[config.mk]
export PLATFORM = sky130hd
export DESIGN_NAME = pebb_merge
export DESIGN_NICKNAME = d
export VERILOG_FILES = /design/src/hdl/pebb_pkg.sv /design/src/hdl/pebb_merge.sv
export SDC_FILE = /design/constraint.sdc
export NUM_CORES = 1
export LEC_CHECK = 0
export BUFFER_PORTS_ARGS = -buffer_cell sky130_fd_sc_hd__buf_2
export CORE_AREA = 4 4 208 210
export CTS_BUF_LIST = sky130_fd_sc_hd__clkbuf_8
export DETAILED_ROUTE_END_ITERATION = 7
export DIE_AREA = 0 0 212 214
export SYNTH_ARGS = -nofsm -noshare
export SYNTH_HDL_FRONTEND = slang
export SYNTH_SLANG_ARGS = --single-unit
[constraint.sdc]
create_clock -name clk -period 3.6 [get_ports clk]
set_input_delay 0.18 -clock clk [delete_from_list [all_inputs] [get_ports clk]]
set_output_delay 0.18 -clock clk [all_outputs]
set_load 0.01 [all_outputs]
[src/hdl/pebb_pkg.sv]
// ----------------------------------------------------------------------------
// pebb_pkg
// Shared types, constants and fixed-point helpers for the particle step block.
// ----------------------------------------------------------------------------
package pebb_pkg;

    localparam int FRAC_BITS    = 16;
    localparam int MAX_ENTITIES = 1024;

    localparam int DATA_W     = 32;
    localparam int DT_W       = 17;
    localparam int MAG_W      = 31;
    localparam int IDX_W      = 10;
    localparam int OP_W       = 2;
    localparam int MUL_B_W    = DT_W > MAG_W ? DT_W + 1 : MAG_W + 1;
    localparam int PROD_W     = DATA_W + MUL_B_W;
    localparam int CFG_ADDR_W = 5;
    localparam int CFG_DATA_W = 32;
    localparam int S_TDATA_W  = 328;
    localparam int M_TDATA_W  = 272;

    localparam logic [DT_W-1:0]          DT_RESET = DT_W'(1092);
    localparam logic signed [DATA_W-1:0] S_MAX    = 32'sh7FFF_FFFF;
    localparam logic signed [DATA_W-1:0] S_MIN    = 32'sh8000_0000;

    typedef enum logic [OP_W-1:0] {
        OP_INTEGRATE,
        OP_COLLIDE,
        OP_FORCE,
        OP_CLEAR
    } opcode_t;

    typedef enum logic [2:0] {
        KIND_PASS,
        KIND_INTEG,
        KIND_BOUNCE,
        KIND_FORCE,
        KIND_CLEAR
    } kind_t;

    typedef enum logic [2:0] {
        REG_TIME_STEP,
        REG_BOUNDARY_ENABLE,
        REG_BOUND_LEFT,
        REG_BOUND_RIGHT,
        REG_BOUND_TOP,
        REG_BOUND_BOTTOM
    } reg_index_t;

    typedef struct packed {
        logic [DT_W-1:0]          time_step;
        logic                     boundary_enable;
        logic signed [DATA_W-1:0] bound_left;
        logic signed [DATA_W-1:0] bound_right;
        logic signed [DATA_W-1:0] bound_top;
        logic signed [DATA_W-1:0] bound_bottom;
    } cfg_t;

    typedef struct packed {
        kind_t            kind;
        logic [IDX_W-1:0] index;
    } ctrl_t;

    typedef struct packed {
        logic signed [DATA_W-1:0] pos;
        logic signed [DATA_W-1:0] vel;
        logic signed [DATA_W-1:0] acc;
        logic signed [DATA_W-1:0] prev;
        logic                     hit;
    } lane_out_t;

    function automatic logic signed [DATA_W-1:0] sat_add_prod(
        input logic signed [DATA_W-1:0] base,
        input logic signed [PROD_W-1:0] prod
    );
        logic signed [PROD_W-1:0] sh;
        logic signed [PROD_W:0]   s;
        sh = prod >>> FRAC_BITS;
        s  = {{(PROD_W+1-DATA_W){base[DATA_W-1]}}, base} + {sh[PROD_W-1], sh};
        if (s[PROD_W:DATA_W-1] != {(PROD_W-DATA_W+2){s[DATA_W-1]}})
            return s[PROD_W] ? S_MIN : S_MAX;
        return s[DATA_W-1:0];
    endfunction

    function automatic logic signed [DATA_W-1:0] sat33(input logic signed [DATA_W:0] s);
        if (s[DATA_W] != s[DATA_W-1])
            return s[DATA_W] ? S_MIN : S_MAX;
        return s[DATA_W-1:0];
    endfunction

    function automatic logic signed [DATA_W-1:0] neg_sat(input logic signed [DATA_W-1:0] v);
        if (v == S_MIN)
            return S_MAX;
        return -v;
    endfunction

endpackage

[src/hdl/pebb_merge.sv]
// ----------------------------------------------------------------------------
// pebb_merge
// Output register: packs both axis lanes into one result transfer.
// ----------------------------------------------------------------------------
module pebb_merge (
    input  logic                                clk,
    input  logic                                rst_n,
    input  logic                                in_valid,
    input  logic [pebb_pkg::IDX_W-1:0]          index,
    input  pebb_pkg::lane_out_t                 lane_x,
    input  pebb_pkg::lane_out_t                 lane_y,
    output logic                                out_en,
    output logic                                m_tvalid,
    input  logic                                m_tready,
    output logic [pebb_pkg::M_TDATA_W-1:0]      m_tdata
);
    import pebb_pkg::*;

    localparam int PACK_W = IDX_W + 8 * DATA_W + 2;

    logic                 valid_reg;
    logic [M_TDATA_W-1:0] data_reg;
    logic [PACK_W-1:0]    packed_next;

    assign out_en   = !valid_reg || m_tready;
    assign m_tvalid = valid_reg;
    assign m_tdata  = data_reg;

    assign packed_next = {lane_y.hit, lane_x.hit,
                          lane_y.prev, lane_x.prev,
                          lane_y.acc, lane_x.acc,
                          lane_y.vel, lane_x.vel,
                          lane_y.pos, lane_x.pos,
                          index};

    always_ff @(posedge clk or negedge rst_n)
    begin
        if (!rst_n)
            valid_reg <= 1'b0;
        else if (out_en)
            valid_reg <= in_valid;
    end

    always_ff @(posedge clk)
    begin
        if (out_en && in_valid)
            data_reg <= {{(M_TDATA_W-PACK_W){1'b0}}, packed_next};
    end

endmodule

==> metrics <==
status finished clean; commonest cells after routing, fill and taps aside buf_2 (541), dlygate4sd3_1 (272), edfxtp_1 (268); largest net degree at the start of global routing 59; CTS Buf Count 44; Final Skew 0.00659 ns; CTS tree yes; synthesis-stage register bit count 269; row count 75; post-layout min period ~2.0 ns; Clock Power Share between 30 and 40%; number of global-route vias before repair 7140; Die Wd about 210 µm; number of iterations in the first detailed-routing pass 4; CP max-delay cell and2_4; synthesis warning total 0; Worst Path Required 3.83 ns; initial drt markers approximately 250; Finished Layout Cells 1733; Total Wirelength 28.8 mm; Startpoint Class flip-flop; PostCTS Resize Cnt 0; drt via density 3.60; Post-Syn Area 0.00814 mm²; Synth area leaders edfxtp_1 (99%), buf_4 (0.37%), dfrtp_1 (0.31%), nand2b_4 (0.17%), and2_4 (0.11%); clock buffer depth 3; Worst-path clk slew around 0.060 ns; post-synth top area share 98.9%; H-tree levels 2; Slew Limit Fails 0; Post-Syn Instances between 200 and 300; delay-heaviest family, CP simple AND/OR/NAND/NOR gates; total gr overflow 0; Final Hold Vio Count 0; nets 1426; port bufs roughly 540; fraction of layout cells with a size suffix above 1 ~52%; Slew @ Worst Pin slightly above 0.9 ns; pwr/cell area 466 mW/mm²; HP Class primary input to flip-flop; P_sw 0.00158 W; CTS sink count 269; Synth area leader edfxtp_1; Worst Setup End Kind flip-flop; Via Count 6244; hold_buf cts 272; global-route wire length before repair 41.8 mm; clk_lat worst skew 0.56 ns; internal power 0.00553 W; crit share post-route 55.6%; # DRC 0; die area roughly 0.045 mm²; Setup Fix Bufs, Post-CTS 0; GP Congestion 0.820; routed length per instance 16.6 µm; GRT Total Usage 12.1%; commonest non-fill, non-tap cell in the layout buf_2; worst stage delay on the critical path 0.73 ns; RSZ-0062 raised after global routing false; overall die height 214 µm; Area Growth Syn to Fin 87.7%; core box area 0.0416 mm²; Achievable Freq 500 MHz; sw frac 22.2%; Comb power frac 10.9%; Setup violations, final 0; sequential share of power a little over half; worst path bufs/invs 1; fillers 3882; VDD IR-drop max 0.376 mV; Starting Density 19.6%; leak pwr 6.42 nW; kind of critical path flip-flop to flip-flop; Layout Utilization 36.7%; initial antenna violation count 7; critical path cell sequence nand2b_4 -> and2_4 -> buf_12; Worst slew margin 39.6%; Seq/Total Area, Yosys 99.2%; post-route ant nets 0; Detailed Place HPWL 20.1 mm; Ports between 500 and 600; Avg Cell Area, Syn roughly 29 µm²; Max Cap Viol 0; Netlist cell types 7; CP arrival between 2 and 2.5 ns; final setup TNS 0 ns; CP max FO 58; placed insts approximately 1400; Root Buffer clkbuf_8
## cells by family after synthesis
logic type	share of synthesized area, %
buffers and inverters	0.369
DFF	99.2
other	0.0461
and+or+nand+nor	0.354
## layout make-up
cell class | instances | area, µm² | share of cell area, %
diodes | 5 | 12.5 | 0.0819
clock buffers | 45 | 619 | 4.06
clock inverters | 36 | 253 | 1.65
multi-input cells | 7 | 43.8 | 0.287
flip-flops and latches | 269 | 8070 | 52.9
well taps | 539 | 674 | 4.42
repair buffers | 832 | 5600 | 36.7
## power by group through the flow
stage               clock network, W  registers [W]  logic [W]
finish                       0.00263        0.00371   0.000773
global route                 0.00289        0.00372   0.000829
CTS                          0.00275        0.00371   0.000775
detailed placement                 0        0.00377   0.000537
global placement                   0        0.00376   0.000528
floorplan                          0        0.00387  0.0000631
## synth_stat cells
cell        n
edfxtp_1  268
buf_4       4
and2_4      1
conb_1      1
dfrtp_1     1
nand2b_1    1
nand2b_4    1
## metrics by stage
step                      power (W)  hold WS [ns]  worst slack, ns  instance area, µm²
after floorplan             0.00393        -0.116            0.739                8150
after global placement      0.00429       -0.0416             1.65               11700
after detailed placement    0.00431       -0.0432             1.60               11700
after CTS                   0.00723         0.239             1.60               15300
after global routing        0.00744         0.252             1.49               15300
final                       0.00711         0.320             1.60               15300
## flip-flops by register name, indices dropped and copies added, names as in the netlist
signal	count
m_tvalid	1
m_tdata	268
## worst paths after layout
path | endpoint | slack [ns] | cells past startpoint | start
worst max-delay path | m_tdata[41] | 1.60 | 3 | m_tvalid
worst min-delay path | m_tdata[181] | 0.32 | 2 | lane_y[44]
worst min register to register | m_tvalid | 1.13 | 3 | m_tvalid
max in group asynchronous | m_tvalid | 3.00 | 3 | rst_n
min in group asynchronous | m_tvalid | 0.50 | 3 | rst_n
worst max register to register | m_tdata[41] | 1.60 | 3 | m_tvalid
## routing by layer
| layer | wire, µm | track usage (%) | vias to the layer above | part of all wire [%] |
|---|---|---|---|---|
| met1 | 10400 | 13.0 | 2955 | 36 |
| met4 | 694 | 3.72 | 2 | 2.4 |
| li1 | - | - | 2895 | - |
| met5 | 13 | 0 | - | 0.045 |
| met3 | 2590 | 4.42 | 49 | 9.0 |
| met2 | 15200 | 22.2 | 343 | 53 |
No activity file was read; power rests on OpenSTA's default activity.
