--- config.mk ---
export PLATFORM = sky130hd
export DESIGN_NAME = pebb_cfg
export DESIGN_NICKNAME = d
export VERILOG_FILES = /design/src/hdl/pebb_pkg.sv /design/src/hdl/pebb_cfg.sv
export SDC_FILE = /design/constraint.sdc
export NUM_CORES = 1
export LEC_CHECK = 0
export BUFFER_PORTS_ARGS = -buffer_cell sky130_fd_sc_hd__buf_2
export CELL_PAD_IN_SITES_DETAIL_PLACEMENT = 0
export CELL_PAD_IN_SITES_GLOBAL_PLACEMENT = 2
export CORE_MARGIN = 8
export CORE_UTILIZATION = 30
export DETAILED_ROUTE_END_ITERATION = 10
export GPL_TIMING_DRIVEN = 0
export PLACE_DENSITY = 0.87
export REMOVE_ABC_BUFFERS = 1
export SLEW_MARGIN = 20
export SYNTH_ARGS = -nofsm -noshare
export SYNTH_HDL_FRONTEND = slang
export SYNTH_SLANG_ARGS = --single-unit
--- constraint.sdc ---
create_clock -name clk -period 1.3 [get_ports clk]
set_clock_uncertainty 0.05 [all_clocks]
set_input_delay 0.065 -clock clk [delete_from_list [all_inputs] [get_ports clk]]
set_output_delay 0.065 -clock clk [all_outputs]
set_load 0.05 [all_outputs]
--- src/hdl/pebb_pkg.sv ---
// ----------------------------------------------------------------------------
// pebb_pkg
// Shared types, constants and fixed-point helpers for the particle step block.
// ----------------------------------------------------------------------------
package pebb_pkg;

    localparam int FRAC_BITS    = 16;
    localparam int MAX_ENTITIES = 1024;

    localparam int DATA_W     = 32;
    localparam int DT_W       = 17;
    localparam int MAG_W      = 31;
    localparam int IDX_W      = 10;
    localparam int OP_W       = 2;
    localparam int MUL_B_W    = DT_W > MAG_W ? DT_W + 1 : MAG_W + 1;
    localparam int PROD_W     = DATA_W + MUL_B_W;
    localparam int CFG_ADDR_W = 5;
    localparam int CFG_DATA_W = 32;
    localparam int S_TDATA_W  = 328;
    localparam int M_TDATA_W  = 272;

    localparam logic [DT_W-1:0]          DT_RESET = DT_W'(1092);
    localparam logic signed [DATA_W-1:0] S_MAX    = 32'sh7FFF_FFFF;
    localparam logic signed [DATA_W-1:0] S_MIN    = 32'sh8000_0000;

    typedef enum logic [OP_W-1:0] {
        OP_INTEGRATE,
        OP_COLLIDE,
        OP_FORCE,
        OP_CLEAR
    } opcode_t;

    typedef enum logic [2:0] {
        KIND_PASS,
        KIND_INTEG,
        KIND_BOUNCE,
        KIND_FORCE,
        KIND_CLEAR
    } kind_t;

    typedef enum logic [2:0] {
        REG_TIME_STEP,
        REG_BOUNDARY_ENABLE,
        REG_BOUND_LEFT,
        REG_BOUND_RIGHT,
        REG_BOUND_TOP,
        REG_BOUND_BOTTOM
    } reg_index_t;

    typedef struct packed {
        logic [DT_W-1:0]          time_step;
        logic                     boundary_enable;
        logic signed [DATA_W-1:0] bound_left;
        logic signed [DATA_W-1:0] bound_right;
        logic signed [DATA_W-1:0] bound_top;
        logic signed [DATA_W-1:0] bound_bottom;
    } cfg_t;

    typedef struct packed {
        kind_t            kind;
        logic [IDX_W-1:0] index;
    } ctrl_t;

    typedef struct packed {
        logic signed [DATA_W-1:0] pos;
        logic signed [DATA_W-1:0] vel;
        logic signed [DATA_W-1:0] acc;
        logic signed [DATA_W-1:0] prev;
        logic                     hit;
    } lane_out_t;

    function automatic logic signed [DATA_W-1:0] sat_add_prod(
        input logic signed [DATA_W-1:0] base,
        input logic signed [PROD_W-1:0] prod
    );
        logic signed [PROD_W-1:0] sh;
        logic signed [PROD_W:0]   s;
        sh = prod >>> FRAC_BITS;
        s  = {{(PROD_W+1-DATA_W){base[DATA_W-1]}}, base} + {sh[PROD_W-1], sh};
        if (s[PROD_W:DATA_W-1] != {(PROD_W-DATA_W+2){s[DATA_W-1]}})
            return s[PROD_W] ? S_MIN : S_MAX;
        return s[DATA_W-1:0];
    endfunction

    function automatic logic signed [DATA_W-1:0] sat33(input logic signed [DATA_W:0] s);
        if (s[DATA_W] != s[DATA_W-1])
            return s[DATA_W] ? S_MIN : S_MAX;
        return s[DATA_W-1:0];
    endfunction

    function automatic logic signed [DATA_W-1:0] neg_sat(input logic signed [DATA_W-1:0] v);
        if (v == S_MIN)
            return S_MAX;
        return -v;
    endfunction

endpackage

--- src/hdl/pebb_cfg.sv ---
// ----------------------------------------------------------------------------
// pebb_cfg
// APB register file: time step, boundary enable and the four box walls.
// ----------------------------------------------------------------------------
module pebb_cfg (
    input  logic                                clk,
    input  logic                                rst_n,
    input  logic                                psel,
    input  logic                                penable,
    input  logic                                pwrite,
    input  logic [pebb_pkg::CFG_ADDR_W-1:0]     paddr,
    input  logic [pebb_pkg::CFG_DATA_W-1:0]     pwdata,
    output logic [pebb_pkg::CFG_DATA_W-1:0]     prdata,
    output logic                                pready,
    output pebb_pkg::cfg_t                      cfg
);
    import pebb_pkg::*;

    cfg_t       cfg_reg;
    cfg_t       cfg_next;
    reg_index_t sel_index;
    logic       wr_en;

    assign pready    = 1'b1;
    assign sel_index = reg_index_t'(paddr[CFG_ADDR_W-1:2]);
    assign wr_en     = psel & penable & pwrite & pready;
    assign cfg       = cfg_reg;

    always_comb
    begin
        cfg_next = cfg_reg;
        if (wr_en)
        begin
            unique case (sel_index)
                REG_TIME_STEP:       cfg_next.time_step       = pwdata[DT_W-1:0];
                REG_BOUNDARY_ENABLE: cfg_next.boundary_enable = pwdata[0];
                REG_BOUND_LEFT:      cfg_next.bound_left      = pwdata;
                REG_BOUND_RIGHT:     cfg_next.bound_right     = pwdata;
                REG_BOUND_TOP:       cfg_next.bound_top       = pwdata;
                REG_BOUND_BOTTOM:    cfg_next.bound_bottom    = pwdata;
                default:             cfg_next = cfg_reg;
            endcase
        end
    end

    always_ff @(posedge clk or negedge rst_n)
    begin
        if (!rst_n)
        begin
            cfg_reg.time_step       <= DT_RESET;
            cfg_reg.boundary_enable <= 1'b0;
            cfg_reg.bound_left      <= '0;
            cfg_reg.bound_right     <= S_MAX;
            cfg_reg.bound_top       <= '0;
            cfg_reg.bound_bottom    <= S_MAX;
        end
        else
        begin
            cfg_reg <= cfg_next;
        end
    end

    always_comb
    begin
        unique case (sel_index)
            REG_TIME_STEP:       prdata = CFG_DATA_W'(cfg_reg.time_step);
            REG_BOUNDARY_ENABLE: prdata = CFG_DATA_W'(cfg_reg.boundary_enable);
            REG_BOUND_LEFT:      prdata = cfg_reg.bound_left;
            REG_BOUND_RIGHT:     prdata = cfg_reg.bound_right;
            REG_BOUND_TOP:       prdata = cfg_reg.bound_top;
            REG_BOUND_BOTTOM:    prdata = cfg_reg.bound_bottom;
            default:             prdata = '0;
        endcase
    end

endmodule

==> summary.txt, run 1 <==
outcome - finished with violations
failing checks - negative setup slack
cell row count - 54
# DRC - 0
first-pass GRT wire length - 31.9 mm
htree depth - 4
syn_area_per_cell - 15.1 um2
Least-Margin Pin Slew - 0.517 ns
total track usage - 15.3%
Pwr Density - 1880 nW/um2
Yosys reg bits - 146
fin util - 48.1%
area leader, netlist - dfrtp_1
io pins - 221
CP Launch Type - register
unrepaired setup endpoints after global routing - true
Yosys cell types - 29
DP Cell Count - 918
DP Area - 8180 um2
# diodes - 0
worst rel slew slack - 65.5%
Max-Cap Viols - 0
crit end category - output pin
Die Span Y - 165 um
DRT iter0 DRCs - 251
Final nets - 790
layout cells sized above 1 - 71.4%
clock root buffer - clkbuf_16
Tcrit/Tclk final - 125%
post-route setup slack - -0.331 ns
Die W - 165 um
largest cells by area after synthesis - dfrtp_1 (31%), dfstp_2 (26%), mux2_2 (22%), mux2i_1 (7.0%), a221o_1 (2.4%)
Yosys warning total - 0
CTS tree - built
hold crit path type - in2async
CP arrival - 1.52 ns
largest net degree at the start of global routing - 82
Layout Cells excl Fill - 1041
routability cong. - 0.698
First-pass DRT Iterations - 4
fillers - 1949
Area Growth Syn to Fin - 58.1%
ys async rst share - 100%
final number of max-transition violations - 0
clk sinks - 146
IO Port Bufs - 217
total routed wirelength - 21.5 mm
Setup TNS Final - -8.34 ns
leakage power - 0.00490 uW
Critical Path Fanout Max - 3
Final setup viols - 42
worst skew pair latency - 0.40 ns
Cells after Synth - 438
vias in the first global route - 5243
min Tclk post-route - 1.63 ns
Worst EP required - 1.19 ns
Die Area - 27100 um2
post-route cell area - 10500 um2
Crit Path Class - reg2out
via count - 5015
Vias/cell - 4.82
GRT overflow - 0
Peak VDD IR - 0.822 mV
Synth Flop Type - dfrtp_1
Antenna Violating Nets Remaining - 0
EDFF count, synth - 0
footprint of the multi-input gates - 2800 um2
Synth Cell Area - 6620 um2
post-synthesis sequential area ratio - 56.4%
placed wire-length estimate - 14.5 mm
Clock transition at path regs - 0.06 ns
final hold vios - 0
Max Buffers Root-to-Sink - 2
DR WL/cell - 20.7 um
area share of the largest cell type after synthesis - 30.6%
Core Area - 21800 um2
Sequential Area - 3730 um2
initial antenna violation count - 0
max reg flops - 146
TritonCTS Buffers - 17
Max Clk Rate - 613 MHz
Starting Density - 30.4%
==> cell usage after synthesis, types with 2 or more instances <==
master / count
nand2b_1: 3
nand3b_1: 2
a221o_1: 16
nor3b_2: 2
clkbuf_1: 3
mux2_2: 131
o22ai_1: 15
mux2_1: 5
buf_4: 2
mux2i_1: 46
nor3_2: 2
dfstp_2: 65
nand2_1: 3
nor2_1: 3
buf_2: 21
dfrtp_1: 81
o2bb2ai_1: 16
mux2_4: 10
buf_1: 2
==> repair_timing <==
item,CTS,global route
hold endpoints to repair,211,0
setup buffers,39,27
resized for setup,196,81
hold buffers,33,0
gates cloned,0,0
pin swaps,29,18
endpoints found under the setup margin,206,132
==> power by group <==
group          switching, uW  total, uW  internal (uW)  leakage (uW)
logic                   5230       8340           3110       0.00289
clock network           1900       4820           2930      0.000293
registers                735       6480           5740       0.00171
==> layer usage <==
layer  global-route usage [%]  share of wire (%)  up-vias
li1                         -                  -     2280
met1                     19.6                 43     2592
met2                     25.3                 50      132
met3                     3.81                5.9       11
met4                     4.22                1.3        0
met5                        0                  0        -
==> cell type report <==
class / instances / area share, %
tap: 280 / 3.35
clock inverter: 13 / 1.27
timing repair buffer: 321 / 28.6
multi-input combinational: 262 / 26.7
clock buffer: 19 / 4.33
sequential: 146 / 35.7
==> cell families (layout without fill, tap and decap cells) <==
group	after synthesis	count (layout)	share of synthesized area, %
AO/OA/AOI/OAI	50	50	6.33
buffers and inverters	30	353	2.57
flip-flops	146	146	56.4
multiplexers	192	192	32.4
other	1	1	0.0567
AND/OR/NAND/NOR	19	19	2.23
==> layout by cell type (no fill, tap or decap), types with 2 or more instances in the layout <==
master / Yosys / routed
buf_2: 21 / 113
bufinv_16: 0 / 2
clkbuf_8: 0 / 2
nor3b_4: 0 / 2
buf_16: 0 / 3
dfstp_2: 65 / 65
buf_6: 1 / 89
buf_12: 1 / 11
clkinv_4: 0 / 2
nand2_1: 3 / 3
nor2_4: 0 / 2
dlygate4sd3_1: 0 / 33
mux2_2: 131 / 131
mux2i_1: 46 / 45
clkinv_2: 0 / 6
dfrtp_1: 81 / 81
o22ai_1: 15 / 13
o22ai_2: 0 / 2
nand3b_1: 2 / 2
buf_8: 0 / 34
clkbuf_16: 0 / 17
inv_6: 0 / 2
buf_4: 2 / 37
nor3_4: 0 / 2
mux2_4: 10 / 10
a221o_1: 16 / 16
o2bb2ai_1: 16 / 16
mux2_1: 5 / 5
==> final timing paths <==
path | cells past startpoint | from | slack [ns] | endpoint
setup / recovery | 4 | cfg[11]$_DFFE_PN1P_ | -0.33 | prdata[11]
hold / removal | 2 | rst_n | 0.15 | cfg[134]$_DFFE_PN0P_
setup reg to reg | 3 | cfg[83]$_DFFE_PN1P_ | 0.32 | cfg[83]$_DFFE_PN1P_
hold reg to reg | 1 | cfg[126]$_DFFE_PN0P_ | 0.47 | cfg[126]$_DFFE_PN0P_
max in group asynchronous | 3 | rst_n | 0.21 | cfg[86]$_DFFE_PN1P_
min in group clk | 4 | penable | 0.18 | cfg[128]$_DFFE_PN0P_
==> worst max-delay path, stage by stage, from the launching register on <==
cell and delay (ns):
dfstp_2 0.55, mux2i_1 0.08, o2bb2ai_1 0.16, a221o_1 0.15, buf_6 0.17
==> per-stage QoR <==
| stage | hold WS [ns] | total power (uW) | worst slack (ns) |
|---|---|---|---|
| CTS | 0.147 | 19400 | -0.339 |
| finish | 0.151 | 19600 | -0.331 |
| global route | 0.167 | 20500 | -0.443 |
| global placement | 0.277 | 13100 | -3.84 |
| floorplan | -0.281 | 11400 | -0.900 |
| detailed placement | 0.00145 | 13200 | -0.785 |
(Power assumes the default switching activity.)
==> inputs of run 2 (changes only) <==
--- a/config.mk
+++ b/config.mk
@@ -5,14 +5,15 @@
 export SDC_FILE = /design/constraint.sdc
 export NUM_CORES = 1
 export LEC_CHECK = 0
+export ABC_AREA = 1
 export BUFFER_PORTS_ARGS = -buffer_cell sky130_fd_sc_hd__buf_2
 export CELL_PAD_IN_SITES_DETAIL_PLACEMENT = 0
 export CELL_PAD_IN_SITES_GLOBAL_PLACEMENT = 2
 export CORE_MARGIN = 8
-export CORE_UTILIZATION = 30
+export CORE_UTILIZATION = 26
 export DETAILED_ROUTE_END_ITERATION = 10
 export GPL_TIMING_DRIVEN = 0
-export PLACE_DENSITY = 0.87
+export PLACE_DENSITY = 0.88
 export REMOVE_ABC_BUFFERS = 1
 export SLEW_MARGIN = 20
 export SYNTH_ARGS = -nofsm -noshare
==> summary.txt, run 2 <==
Max Buffers Root-to-Sink - 2
failing checks - negative setup slack
Tcrit/Tclk final - 121%
Cells after Synth - 928
CP arrival - 1.45 ns
most common cell in the synthesized netlist - nand2_1
most used cell, CP - nand2_1
largest cells by area after synthesis - dfrtp_1 (28%), dfstp_2 (24%), nand2_1 (16%), o21ai_0 (7.0%), nand3_1 (5.7%)
area share of the largest cell type after synthesis - 27.9%
total routed wirelength - 31.4 mm
hold crit path type - in2async
Synth Cell Area - 7250 um2
most common cell after layout, fill and taps aside - nand2_1
Final nets - 1264
Comb power frac - 42.5%
leakage power - 0.00570 uW
Final setup viols - 56
Least-Margin Pin Slew - 0.619 ns
ys async rst share - 100%
Top delay family on crit path - flip-flops
worst skew pair latency - 0.41 ns
Max-Cap Viols - 0
DR WL/cell - 19.5 um
routability cong. - 0.734
GRT overflow - 0
total track usage - 18.8%
htree depth - 4
CTS tree - built
Core Area - 27600 um2
cell row count - 61
Switch Pwr - 8680 uW
Yosys cell types - 23
Critical Path, Cell by Cell - nand4_1 > nand2_1 > nor2_1 > nand2_1 > buf_6
largest net degree at the start of global routing - 75
Post-Place Setup Slack - -2.31 ns
Post-synth top cells - nand2_1 (304), o21ai_0 (102), inv_1 (94)
crit end category - output pin
CP max-delay cell - dfstp_2
slowest stage delay, CP - 0.54 ns
Internal - 11600 uW
Area Growth Syn to Fin - 57.3%
post-synthesis sequential area ratio - 51.5%
Worst EP required - 1.19 ns
min Tclk post-route - 1.57 ns
placed wire-length estimate - 17.5 mm
area leader, netlist - dfrtp_1
Antenna Violating Nets Remaining - 0
via count - 7425
First-pass DRT Iterations - 5
# diodes - 0
Vias/cell - 4.60
Die Area - 33500 um2
commonest cells after routing, fill and taps aside - nand2_1 (298), buf_2 (114), o21ai_0 (92)
clk sinks - 146
Pwr Density - 1780 nW/um2
DRT iter0 DRCs - 554
Critical Path Fanout Max - 2
final number of max-transition violations - 0
final hold vios - 0
post-route cell area - 11400 um2
Setup TNS Final - -6.97 ns
io pins - 221
fillers - 2836
Yosys warning total - 0
Starting Density - 26.3%
DP Area - 8640 um2
Synth Flop Type - dfrtp_1
TritonCTS Buffers - 17
hold slack - 0.145 ns
Die W - 183 um
Net Sw Frac - 42.8%
clock root buffer - clkbuf_16
post-route setup slack - -0.269 ns
EDFF count, synth - 0
Crit Path Class - reg2out
Clock transition at path regs - 0.07 ns
initial antenna violation count - 0
first-pass GRT wire length - 47.9 mm
Peak VDD IR - 0.852 mV
Max Clk Rate - 637 MHz
Die Span Y - 183 um
IO Port Bufs - 217
CP Launch Type - register
syn_area_per_cell - 7.82 um2
unrepaired setup endpoints after global routing - true
outcome - finished with violations
Seq pwr share - 32.1%
Clk network pwr share - 25.4%
Yosys reg bits - 146
Bufs and invs on worst path - 1
layout cells sized above 1 - 39.3%
max reg flops - 146
# DRC - 0
worst rel slew slack - 58.7%
vias in the first global route - 7557
[run 2: cell count changes after synthesis, sizes merged, moves of 46 or more]
cell	delta
nand2	+304
mux2	-146
o21ai	+130
inv	+97
nand3	+86
nor2	+64
mux2i	-46
[run 2: power groups by stage]
stage | clock [uW] | combinational, uW | sequential (uW)
3_3_place_gp | 0 | 6700 | 6480
5_1_grt | 5430 | 9100 | 6640
6_report | 5150 | 8630 | 6510
2_1_floorplan | 0 | 1590 | 9750
3_5_place_dp | 0 | 6780 | 6490
4_1_cts | 5280 | 8260 | 6470
[run 2: area by class of cell]
class,instances,area (um2),area share (%)
clock buffers,20,437,3.83
clock inverters,12,158,1.38
inverters,97,410,3.60
multi-input cells,631,3050,26.8
flip-flops and latches,146,3730,32.7
well taps,378,473,4.15
repair buffers,328,3130,27.5
repair inverters,1,8.76,0.0768
[run 2: metal layers]
metal	share of wire, %	wire (um)	GRT usage, %	vias to the layer above
li1	-	-	-	3542
met1	45	14100	24.6	3606
met2	47	14800	31.1	255
met3	6.9	2180	4.45	22
met4	1.3	395	4.20	0
met5	0	0	0	-
[run 2: kinds of logic (layout without fill, tap and decap cells)]
group / after synthesis / count (layout) / share of synthesized area (%)
buf+inv: 157 / 458 / 10.3
compound gates: 145 / 145 / 10.0
other cells: 1 / 1 / 0.0517
flops: 146 / 146 / 51.5
simple gates: 479 / 485 / 28.2
[run 2: timing repair]
| action | CTS | global route |
|---|---|---|
| hold endpoints to repair | 218 | 0 |
| cloned | 7 | 0 |
| endpoints found under the setup margin | 242 | 166 |
| hold buffers | 33 | 0 |
| setup buffers | 49 | 29 |
| gates resized for setup | 281 | 96 |
| pin swaps | 60 | 27 |
[run 2: worst paths after layout]
path	from	end	slack, ns	cells after the start
max	cfg[74]$_DFFE_PN1P_	prdata[10]	-0.27	5
min	rst_n	cfg[102]$_DFFE_PN0P_	0.14	2
max reg2reg	cfg[69]$_DFFE_PN1P_	cfg[69]$_DFFE_PN1P_	0.30	4
min reg2reg	cfg[70]$_DFFE_PN1P_	cfg[70]$_DFFE_PN1P_	0.44	2
max in group asynchronous	rst_n	cfg[84]$_DFFE_PN1P_	0.23	3
min in group clk	penable	cfg[53]$_DFFE_PN0P_	0.15	4
[run 2: through the flow]
step	power (uW)	utilization [%]	std cells
global route	21200	41.3	1613
CTS	20000	39.5	1591
finish	20300	41.3	1613
floorplan	11300	-	868
global placement	13200	30.5	1463
detailed placement	13300	31.3	1470
[run 2: worst register-to-register path: cells and delay by family, from the launching register on]
kind	cells	cell delay, ns
AO/OA/AOI/OAI	1	0.06
buffers and inverters	2	0.20
flip-flops	1	0.54
AND/OR/NAND/NOR	1	0.08
